--- src/sv/ggc_pkg.sv ---
// Shared constants, types and functions of the greedy graph coloring core.
package ggc_pkg;

  localparam int MAX_NODES  = 4096;
  localparam int MAX_COLORS = 64;
  localparam int NODE_W     = $clog2(MAX_NODES);
  localparam int COLOR_W    = $clog2(MAX_COLORS);
  localparam int TOTAL_W    = COLOR_W + 1;
  localparam int CNT_W      = NODE_W + 1;
  localparam int MQ_DEPTH   = 4;
  localparam int MQ_PTR_W   = $clog2(MQ_DEPTH);

  localparam logic [CNT_W-1:0] NODE_COUNT_RESET = CNT_W'(MAX_NODES);

  typedef struct packed {
    logic [NODE_W-1:0] nb;
    logic              mark;
    logic              last;
    logic [NODE_W-1:0] node;
    logic              final_node;
  } ggc_cmd_t;

  typedef struct packed {
    logic [NODE_W-1:0]  node_index;
    logic [COLOR_W-1:0] node_color;
    logic               opened_group;
    logic [TOTAL_W-1:0] colors_used;
    logic               final_node;
    logic               palette_overflow;
  } ggc_res_t;

  // Top bit set when every color is taken, lower bits hold the lowest free color.
  function automatic logic [COLOR_W:0] first_free(input logic [MAX_COLORS-1:0] mask);
    logic [COLOR_W:0] res;
    res = {1'b1, {COLOR_W{1'b1}}};
    for (int i = MAX_COLORS - 1; i >= 0; i--) begin
      if (!mask[i]) begin
        res = {1'b0, COLOR_W'(i)};
      end
    end
    return res;
  endfunction

endpackage

--- src/sv/ggc_queue.sv ---
// Command queue between the front end and the coloring back end.
module ggc_queue (
  input  logic              clk_i,
  input  logic              rst_ni,
  input  logic              push_i,
  input  ggc_pkg::ggc_cmd_t cmd_i,
  output logic              full_o,
  input  logic              pop_i,
  output logic              valid_o,
  output ggc_pkg::ggc_cmd_t cmd_o
);
  import ggc_pkg::*;

  ggc_cmd_t            mem_q [MQ_DEPTH];
  logic [MQ_PTR_W-1:0] wr_q, rd_q;
  logic [MQ_PTR_W:0]   cnt_q;
  logic                do_push, do_pop;

  assign full_o  = cnt_q == (MQ_PTR_W + 1)'(MQ_DEPTH);
  assign valid_o = cnt_q != '0;
  assign cmd_o   = mem_q[rd_q];
  assign do_push = push_i && !full_o;
  assign do_pop  = pop_i && valid_o;

  always_ff @(posedge clk_i) begin
    if (do_push) begin
      mem_q[wr_q] <= cmd_i;
    end
  end

  always_ff @(posedge clk_i or negedge rst_ni) begin
    if (!rst_ni) begin
      wr_q  <= '0;
      rd_q  <= '0;
      cnt_q <= '0;
    end else begin
      if (do_push) begin
        wr_q <= wr_q + MQ_PTR_W'(1);
      end
      if (do_pop) begin
        rd_q <= rd_q + MQ_PTR_W'(1);
      end
      case ({do_push, do_pop})
        2'b10:   cnt_q <= cnt_q + (MQ_PTR_W + 1)'(1);
        2'b01:   cnt_q <= cnt_q - (MQ_PTR_W + 1)'(1);
        default: cnt_q <= cnt_q;
      endcase
    end
  end

endmodule

--- config.mk ---
export PLATFORM = sky130hd
export DESIGN_NAME = ggc_queue
export DESIGN_NICKNAME = d
export VERILOG_FILES = /design/src/sv/ggc_pkg.sv /design/src/sv/ggc_queue.sv
export SDC_FILE = /design/constraint.sdc
export NUM_CORES = 1
export LEC_CHECK = 0
export BUFFER_PORTS_ARGS = -buffer_cell sky130_fd_sc_hd__buf_4
export CAP_MARGIN = 20
export CORE_MARGIN = 10
export CORE_UTILIZATION = 44
export DETAILED_ROUTE_END_ITERATION = 10
export HOLD_SLACK_MARGIN = 0.12
export PLACE_DENSITY = 0.67
export REMOVE_ABC_BUFFERS = 1
export SYNTH_ARGS = -nofsm -noshare
export SYNTH_HDL_FRONTEND = slang
export SYNTH_SLANG_ARGS = --single-unit
--- constraint.sdc ---
create_clock -name clk_i -period 2.1 [get_ports clk_i]
set_input_delay 0.21 -clock clk_i [delete_from_list [all_inputs] [get_ports clk_i]]
set_output_delay 0.21 -clock clk_i [all_outputs]
set_load 0.03 [all_outputs]
==> run summary <==
placed instance area: 5020 um2
Critical Path Start Type: register
most frequent cells in the layout: edfxtp_1, buf_4, dlygate4sd3_1
R2R cell count: 9
GP Congestion: 0.656
Hold Path Class: in -> reg
Placed Cells: 372
cell area after synthesis: 4330 um2
min-delay src: pop_i
CTS sink cnt: 115
leak pwr: 2.14 nW
largest net degree at the start of global routing: 28
final slew viol count: 0
Num CTS Buffers: 17
Worst-path clk slew: 0.05 ns
initial core utilization: 44.7%
antenna violations before repair: 0
min Tclk post-route: 2.03 ns
GR Overflow Total: 0
GRT Util Overall: 11.8%
Clock Skews: 0.00492 ns
FMAX: 0.493 GHz
num ports: 60
fin nets: 325
cell row count: 36
Worst R2R End: cnt_q[2]$_DFFE_PN0P_
Clock Path Buffers: 2
Avg Cell Area, Syn: 24.3 um2
first-pass GRT wire length: 12800 um
synth unique cells: 22
CP Cell Sequence: buf_12 -> mux4_2 -> buf_6
status: finished clean
antenna-violating nets left: 0
CP required: 1.89 ns
maximum vdd drop: 880 uV
Slowest cell on crit path: mux4_2
Slew headroom: 77.8%
layout cells sized above 1: 42.9%
fin crit share: 96.5%
hold endpoint: rd_q[0]$_DFFE_PN0P_
Routed WL: 7910 um
Area growth, synth to finish: 37.3%
H-tree depth: 4
R2R Path Start: cnt_q[1]$_DFFE_PN0P_
post-synth top area share: 74.9%
Yosys reg bits: 115
die area: 14200 um2
dominant cell type by area after synthesis: edfxtp_1
number of global-route vias before repair: 2471
root cell of the clock tree: clkbuf_8
DRC viols: 0
crit path max fanout: 20
drt pass-1 iters: 4
Fill cells: 680
R2R setup slack: 0.11 ns
DR vias: 2093
WL/cell: 18.2 um
non-filler instance count after layout: 434
CP Capture Type: output pin
Setup CP Type: reg -> out
Antenna diodes: 0
Seq/Total Area, Yosys: 78.9%
synthesized netlist cell count: 178
final worst hold slack: 0.147 ns
Synth Warn #: 0
vias per std cell: 4.82
CTS tree: yes
WHS Path Cells: 3
setup violators final: 0
Worst EP arrival: 1.82 ns
DIE HEIGHT: 119 um
commonest non-fill, non-tap cell in the layout: edfxtp_1
Die W: 119 um
max cap viols: 0
Final Hold Vio Count: 0
IO buf count: 59
Tot Pwr: 9.24 mW
fin area: 5950 um2
post-layout util: 61.4%
unrepaired setup endpoints after global routing: yes
total power divided by cell area: 1550 nW/um2
Slowest Stage Delay on Critical Path: 0.55 ns
Worst Max-Slew Pin Slew: 0.332 ns
leading post-synthesis cells by cell area: edfxtp_1, mux4_2, dfrtp_1
DRT iter0 DRCs: 114
worst skew pair latency: 0.51 ns
Placeable Area: 9680 um2
worst max path at each step:
stage,to,slack [ns],cells past startpoint,start
2_1_floorplan,cmd_o[6],-0.20,1,rd_q[0]$_DFFE_PN0P_
3_3_place_gp,cnt_q[2]$_DFFE_PN0P_,0.21,9,cnt_q[0]$_DFFE_PN0P_
3_5_place_dp,cnt_q[2]$_DFFE_PN0P_,0.13,9,cnt_q[0]$_DFFE_PN0P_
4_1_cts,cmd_o[8],0.004,3,rd_q[0]$_DFFE_PN0P_
5_1_grt,cnt_q[2]$_DFFE_PN0P_,-0.07,9,cnt_q[1]$_DFFE_PN0P_
6_report,cmd_o[5],0.07,3,rd_q[0]$_DFFE_PN0P_
routing by layer:
| metal | track usage (%) | up-vias | wire length (um) |
|---|---|---|---|
| met2 | 18.7 | 51 | 3930 |
| met5 | 0 | - | 0 |
| li1 | - | 959 | - |
| met1 | 14.2 | 1072 | 3500 |
| met4 | 5.04 | 0 | 83 |
| met3 | 4.63 | 11 | 390 |
metrics by stage:
step                setup WS [ns]  TNS, ns
finish                     0.0727        0
global route              -0.0727   -0.145
CTS                       0.00419        0
detailed placement          0.127        0
global placement            0.213        0
floorplan                  -0.199    -2.72
sequential cells by signal (all words and copies together) (netlist names):
register and cells:
mem_q 108, wr_q 2, cnt_q 3, rd_q 2
critical path, delay by kind of cell (launching register included):
kind	cells	cell delay (ns)
buffers and inverters	2	0.37
DFF	1	0.39
muxes	1	0.55
logic make-up after synthesis:
group	after synthesis	synth area share (%)
flip-flops	115	78.9
multiplexers	29	14.6
buffers and inverters	12	1.76
AND/OR/NAND/NOR	9	1.39
XOR/XNOR	6	1.21
adder cells (fa/ha/maj)	6	1.91
AO/OA/AOI/OAI	1	0.202
power by group:
group / switching, mW / total (mW) / internal, mW
Combinational: 1.81 / 3.34 / 1.53
Sequential: 0.146 / 3.20 / 3.05
Clock: 0.929 / 2.70 / 1.77
Total: 2.89 / 9.24 / 6.35
area by class of cell:
class | instances | area [um2] | area share (%)
Sequential cell | 115 | 3420 | 57.5
Timing Repair Buffer | 97 | 938 | 15.8
Multi-Input combinational cell | 51 | 838 | 14.1
Clock buffer | 18 | 418 | 7.03
Tap cell | 133 | 166 | 2.80
Clock inverter | 14 | 144 | 2.42
Inverter | 6 | 22.5 | 0.379
cell usage after synthesis:
| cell | number |
|---|---|
| edfxtp_1 | 108 |
| nor2b_2 | 1 |
| nor3b_2 | 1 |
| xor2_1 | 3 |
| xnor2_1 | 3 |
| inv_1 | 6 |
| or3_1 | 1 |
| ha_1 | 5 |
| o31a_1 | 1 |
| buf_12 | 1 |
| buf_2 | 3 |
| dfrtp_1 | 7 |
| mux4_1 | 1 |
| fa_1 | 1 |
| mux2_2 | 1 |
| buf_4 | 1 |
| nor2_1 | 1 |
| nand2_1 | 1 |
| mux4_2 | 26 |
| mux2i_1 | 1 |
| buf_6 | 1 |
| and2_1 | 4 |
what timing repair did:
item / 4_1_cts / 5_1_grt
buffers inserted: 0 / 1
gates resized for setup: 1 / 20
setup endpoints to repair: 1 / 20
pin swaps: 0 / 1
hold buffers: 29 / 0
endpoints found under the hold margin: 115 / 0
(Power assumes the default switching activity.)
