### src/sv/ggc_pkg.sv
// Shared constants, types and functions of the greedy graph coloring core.
package ggc_pkg;

  localparam int MAX_NODES  = 4096;
  localparam int MAX_COLORS = 64;
  localparam int NODE_W     = $clog2(MAX_NODES);
  localparam int COLOR_W    = $clog2(MAX_COLORS);
  localparam int TOTAL_W    = COLOR_W + 1;
  localparam int CNT_W      = NODE_W + 1;
  localparam int MQ_DEPTH   = 4;
  localparam int MQ_PTR_W   = $clog2(MQ_DEPTH);

  localparam logic [CNT_W-1:0] NODE_COUNT_RESET = CNT_W'(MAX_NODES);

  typedef struct packed {
    logic [NODE_W-1:0] nb;
    logic              mark;
    logic              last;
    logic [NODE_W-1:0] node;
    logic              final_node;
  } ggc_cmd_t;

  typedef struct packed {
    logic [NODE_W-1:0]  node_index;
    logic [COLOR_W-1:0] node_color;
    logic               opened_group;
    logic [TOTAL_W-1:0] colors_used;
    logic               final_node;
    logic               palette_overflow;
  } ggc_res_t;

  // Top bit set when every color is taken, lower bits hold the lowest free color.
  function automatic logic [COLOR_W:0] first_free(input logic [MAX_COLORS-1:0] mask);
    logic [COLOR_W:0] res;
    res = {1'b1, {COLOR_W{1'b1}}};
    for (int i = MAX_COLORS - 1; i >= 0; i--) begin
      if (!mask[i]) begin
        res = {1'b0, COLOR_W'(i)};
      end
    end
    return res;
  endfunction

endpackage

### src/sv/ggc_front.sv
// Front end: run length register, node tracking and neighbor classification.
module ggc_front (
  input  logic                       clk_i,
  input  logic                       rst_ni,
  input  logic                       cfg_valid_i,
  output logic                       cfg_ready_o,
  input  logic [ggc_pkg::CNT_W-1:0]  cfg_data_i,
  input  logic                       push,
  output logic                       full,
  input  logic [ggc_pkg::NODE_W-1:0] neighbor_index_i,
  input  logic                       has_neighbor_i,
  input  logic                       last_of_node_i,
  input  logic                       mq_full_i,
  output logic                       mq_push_o,
  output ggc_pkg::ggc_cmd_t          mq_cmd_o
);
  import ggc_pkg::*;

  logic [CNT_W-1:0]  node_count_q;
  logic [NODE_W-1:0] node_q, node_d;
  logic [CNT_W-1:0]  len;
  logic              is_final;
  logic              accept;

  assign cfg_ready_o = 1'b1;
  assign full        = mq_full_i;
  assign accept      = push && !mq_full_i;
  assign mq_push_o   = accept;

  always_comb begin
    if (node_count_q == '0) begin
      len = CNT_W'(1);
    end else if (node_count_q > NODE_COUNT_RESET) begin
      len = NODE_COUNT_RESET;
    end else begin
      len = node_count_q;
    end
  end

  assign is_final = ({1'b0, node_q} + CNT_W'(1)) >= len;

  always_comb begin
    mq_cmd_o.nb         = neighbor_index_i;
    mq_cmd_o.mark       = has_neighbor_i && (neighbor_index_i < node_q) &&
                          ({1'b0, neighbor_index_i} < len);
    mq_cmd_o.last       = last_of_node_i;
    mq_cmd_o.node       = node_q;
    mq_cmd_o.final_node = is_final;
  end

  always_comb begin
    node_d = node_q;
    if (accept && last_of_node_i) begin
      node_d = is_final ? '0 : node_q + NODE_W'(1);
    end
  end

  always_ff @(posedge clk_i or negedge rst_ni) begin
    if (!rst_ni) begin
      node_count_q <= NODE_COUNT_RESET;
      node_q       <= '0;
    end else begin
      node_q <= node_d;
      if (cfg_valid_i) begin
        node_count_q <= cfg_data_i;
      end
    end
  end

endmodule

### config.mk
export PLATFORM = sky130hd
export DESIGN_NAME = ggc_front
export DESIGN_NICKNAME = d
export VERILOG_FILES = /design/src/sv/ggc_pkg.sv /design/src/sv/ggc_front.sv
export SDC_FILE = /design/constraint.sdc
export NUM_CORES = 1
export LEC_CHECK = 0
export BUFFER_PORTS_ARGS = -buffer_cell sky130_fd_sc_hd__buf_2
export CORE_ASPECT_RATIO = 0.5
export CORE_MARGIN = 10
export CORE_UTILIZATION = 55
export CTS_CLUSTER_DIAMETER = 120
export DETAILED_ROUTE_END_ITERATION = 10
export PLACE_DENSITY = 0.92
export SLEW_MARGIN = 10
export SYNTH_ARGS = -nofsm -noshare
export SYNTH_HDL_FRONTEND = slang
export SYNTH_SLANG_ARGS = --single-unit
### constraint.sdc
create_clock -name clk_i -period 5.4 [get_ports clk_i]
set_input_delay 0.81 -clock clk_i [delete_from_list [all_inputs] [get_ports clk_i]]
set_output_delay 0.81 -clock clk_i [all_outputs]
set_load 0.02 [all_outputs]
==> results.json <==
{
  "worstPathMaxFanout": 11,
  "antenna_found_initial": 0,
  "share_comb_of_total_power": 0.454,
  "diodes": 0,
  "relSlewSlack": 0.5966,
  "yosys-top-cells-area": "dfrtp_1, ha_1, mux2_2",
  "async_reset_ff_frac": 1.000,
  "worst-slew-pin-transition_ns": 0.6036,
  "synthCells": 240,
  "timing.hold.worst.class": "in2async",
  "cts_sinks": 25,
  "netlist_area_before_placement_mm2": 0.002198,
  "floorplan.die_area_mm2": 0.007079,
  "top_area_cell_type_share_of_the_netlist_area": 0.2732,
  "final.setup_skew_ns": 0.003946,
  "postCtsHoldBufs": 0,
  "setup-tns-final_ns": 0,
  "synthDominantAreaCellType": "dfrtp_1",
  "setup_viol": 0,
  "cp-end-kind": "output pin",
  "timing.critical_path.arrival_ns": 3.49,
  "timing.final.max_slew_violations": 0,
  "grt_pass1_vias": 1932,
  "nNetsFinal": 350,
  "placeableCoreArea_mm2": 0.003884,
  "synthXorXnorAreaFrac": 0.03984,
  "synth_simple_gate_area_share": 0.1622,
  "mostFrequentLayoutCells": "buf_2, ha_1, nand2_1",
  "worstPathRequired_ns": 4.59,
  "cts-buffers-inserted": 3,
  "combinational_family_with_the_most_area_after_synthesis": "adder cells",
  "port-buffer-count": 60,
  "run_status": "complete, no violations",
  "num-fill-cells": 321,
  "layout_cells_excl_fill": 335,
  "totalWireLength_um": 5717,
  "layout_commonest_cell": "buf_2",
  "timing.critical_path.cells": "ha_1 -> nand3_1 -> nor4_1 -> nand2_1 -> xnor2_1 -> ha_1 -> a211oi_2 -> o211ai_1 -> a21oi_2 -> inv_2 -> buf_2",
  "routedWlPerCell_um": 17.07,
  "postCtsResizedCells": 0,
  "totalPowerFinal_mw": 0.6747,
  "grtUsageTotal": 0.1586,
  "fp.dieH_um": 64.71,
  "area_delta_synth_final_pct": 12.01,
  "timing.critical_path.max_delay_family": "compound AO/OA/AOI/OAI gates",
  "post-route-drc-count": 0,
  "compound_cell_area_share_of_the_yosys_netlist": 0.1480,
  "synth-edff-count": 0,
  "fin_worst_hold_slack_ns": 0.5118,
  "via_per_inst": 5.719,
  "routabilityCongestion": 0.9265,
  "first_pass_iters": 4,
  "post_cts.repair.setup_buffers": 0,
  "die_x_um": 109.4,
  "timing.critical_path.from_type": "flop",
  "insertion_delay_ns": 0.28,
  "global_route.overflow_total": 0,
  "cap_violations": 0,
  "worst-path-buf-inv": 2,
  "cts.path.max_buffers": 2,
  "report.final.hold_viol_count": 0,
  "yosys.area_share.adder": 0.2049,
  "power.clock.fraction": 0.174,
  "proportion_of_total_power_due_to_net_switching": 0.4183,
  "first_iter_violations": 112,
  "grt_setup_unrepaired": "false",
  "io-pin-count": 62,
  "tritoncts_clock_tree": "yes",
  "dominantRegCellSynth": "dfrtp_1",
  "ys.warnings.count": 0,
  "period_share": 0.7956,
  "critPathMostFrequentCell": "ha_1",
  "p_per_area_mw_per_mm2": 274.0,
  "clk_pin_slew_worst_paths_ns": 0.09,
  "multi_input_area_mm2": 0.001369,
  "layout-drive-gt1-share": 0.2989,
  "cts_htree_levels": 1,
  "sequentialPowerShare": 0.372,
  "postRouteAntennaNets": 0,
  "period_needed_ns": 4.296,
  "criticalPathCategory": "reg2out",
  "critical-path-max-stage-delay_ns": 0.48,
  "dp_hpwl_um": 4712,
  "synthDistinctLibCells": 45,
  "synthMuxAreaShare": 0.06602,
  "cts-root-buf": "clkbuf_8",
  "power.internal_mw": 0.3924,
  "vdd_ir_drop_max_uv": 136.7,
  "synth_seq_area_share": 0.2851,
  "dpl.cell_count": 331,
  "synth_nets": 308,
  "critPathSlowestCell": "dfrtp_1",
  "area.sequential_um2": 626.9,
  "power.leakage_nw": 1.246,
  "fmax_mhz": 232.8,
  "floorplan.initialDensity": 0.5660,
  "grt_first_pass_wirelength_um": 9370,
  "placement_rows": 16,
  "synth_seq_cells": 25,
  "grt_max_degree": 26,
  "route.vias.total": 1916,
  "power_switching_mw": 0.2822,
  "postSynthAreaPerCell_um2": 9.160
}
==> sequential cells by signal (all words and copies together), names as in the netlist <==
register and flops:
node_count_q 13, node_q 12
==> area by class of cell <==
class | instances | share of cell area
multi-input cells | 178 | 0.5559
flip-flops and latches | 25 | 0.2546
repair buffers | 60 | 0.1220
well taps | 54 | 0.02744
inverters | 14 | 0.02134
clock buffers | 3 | 0.01677
clock inverters | 1 | 0.002033
==> synthesized netlist by cell type (2+ instances only) <==
library cell / instances
ha_1: 36
nor3_1: 6
a31oi_1: 2
dfrtp_1: 24
nand2b_1: 2
buf_2: 2
nand4_1: 5
clkbuf_1: 4
a21o_1: 10
nor2_1: 4
or3_1: 3
and3_1: 3
nand2_1: 27
o21ai_0: 10
a21oi_1: 15
nand3_1: 7
nor4_1: 3
inv_1: 13
a221o_1: 2
buf_4: 16
a211oi_1: 3
xnor2_1: 9
mux2_2: 12
==> per-stage QoR <==
step           utilization  worst slack, ns  area [um^2]
4_1_cts             0.6340            1.143         2462
5_1_grt             0.6340           0.7855         2462
2_1_floorplan            -            2.064         2198
3_5_place_dp        0.6221            1.458         2416
6_report            0.6340            1.104         2462
3_3_place_gp        0.6221            1.768         2416
==> worst register-to-register path, stage by stage (launching register included) <==
cell and delay [ns]:
dfrtp_1 0.48, ha_1 0.28, nand3_1 0.20, nor4_1 0.41, nand2_1 0.13, xnor2_1 0.26, ha_1 0.31, a211oi_2 0.22
o211ai_1 0.13, a21oi_2 0.45, inv_2 0.14, or4_1 0.48, o21ai_0 0.08
==> power groups by stage <==
stage / Combinational (mW) / Clock (mW) / Sequential, mW
2_1_floorplan: 0.201 / 0 / 0.263
3_3_place_gp: 0.285 / 0 / 0.250
3_5_place_dp: 0.301 / 0 / 0.254
4_1_cts: 0.306 / 0.118 / 0.250
5_1_grt: 0.339 / 0.127 / 0.256
6_report: 0.306 / 0.118 / 0.251
==> per-layer routing <==
layer | GRT usage | share of wire | vias to the layer above
met2 | 0.2781 | 0.50 | 57
met4 | 0.02581 | 0.0063 | 0
met5 | 0 | 0 | -
met1 | 0.2010 | 0.43 | 923
li1 | - | - | 932
met3 | 0.02959 | 0.065 | 4
==> final timing paths <==
| kind | from | end | slack (ns) | depth (start not counted) |
|---|---|---|---|---|
| worst max-delay path | node_q[0] | mq_cmd_o[0] | 1.10 | 11 |
| worst min-delay path | rst_ni | node_q[3] | 0.51 | 1 |
| worst max register to register | node_q[0] | node_q[4] | 1.75 | 12 |
| worst min register to register | node_count_q[0] | node_count_q[0] | 0.53 | 1 |
| min in group clk_i | node_count_q[0] | node_count_q[0] | 0.53 | 1 |
| max in group asynchronous | rst_ni | node_count_q[12] | 4.51 | 1 |
==> logic make-up (layout without fill, tap and decap cells) <==
family,after synthesis,count (layout)
AOI/OAI and AO/OA,50,50
xor gates and xnor gates,10,10
adders and majority gates,36,36
buffers and inverters,37,78
DFF,25,25
muxes,13,13
other,1,1
and+or+nand+nor,68,68
No activity file was read; power rests on OpenSTA's default activity.
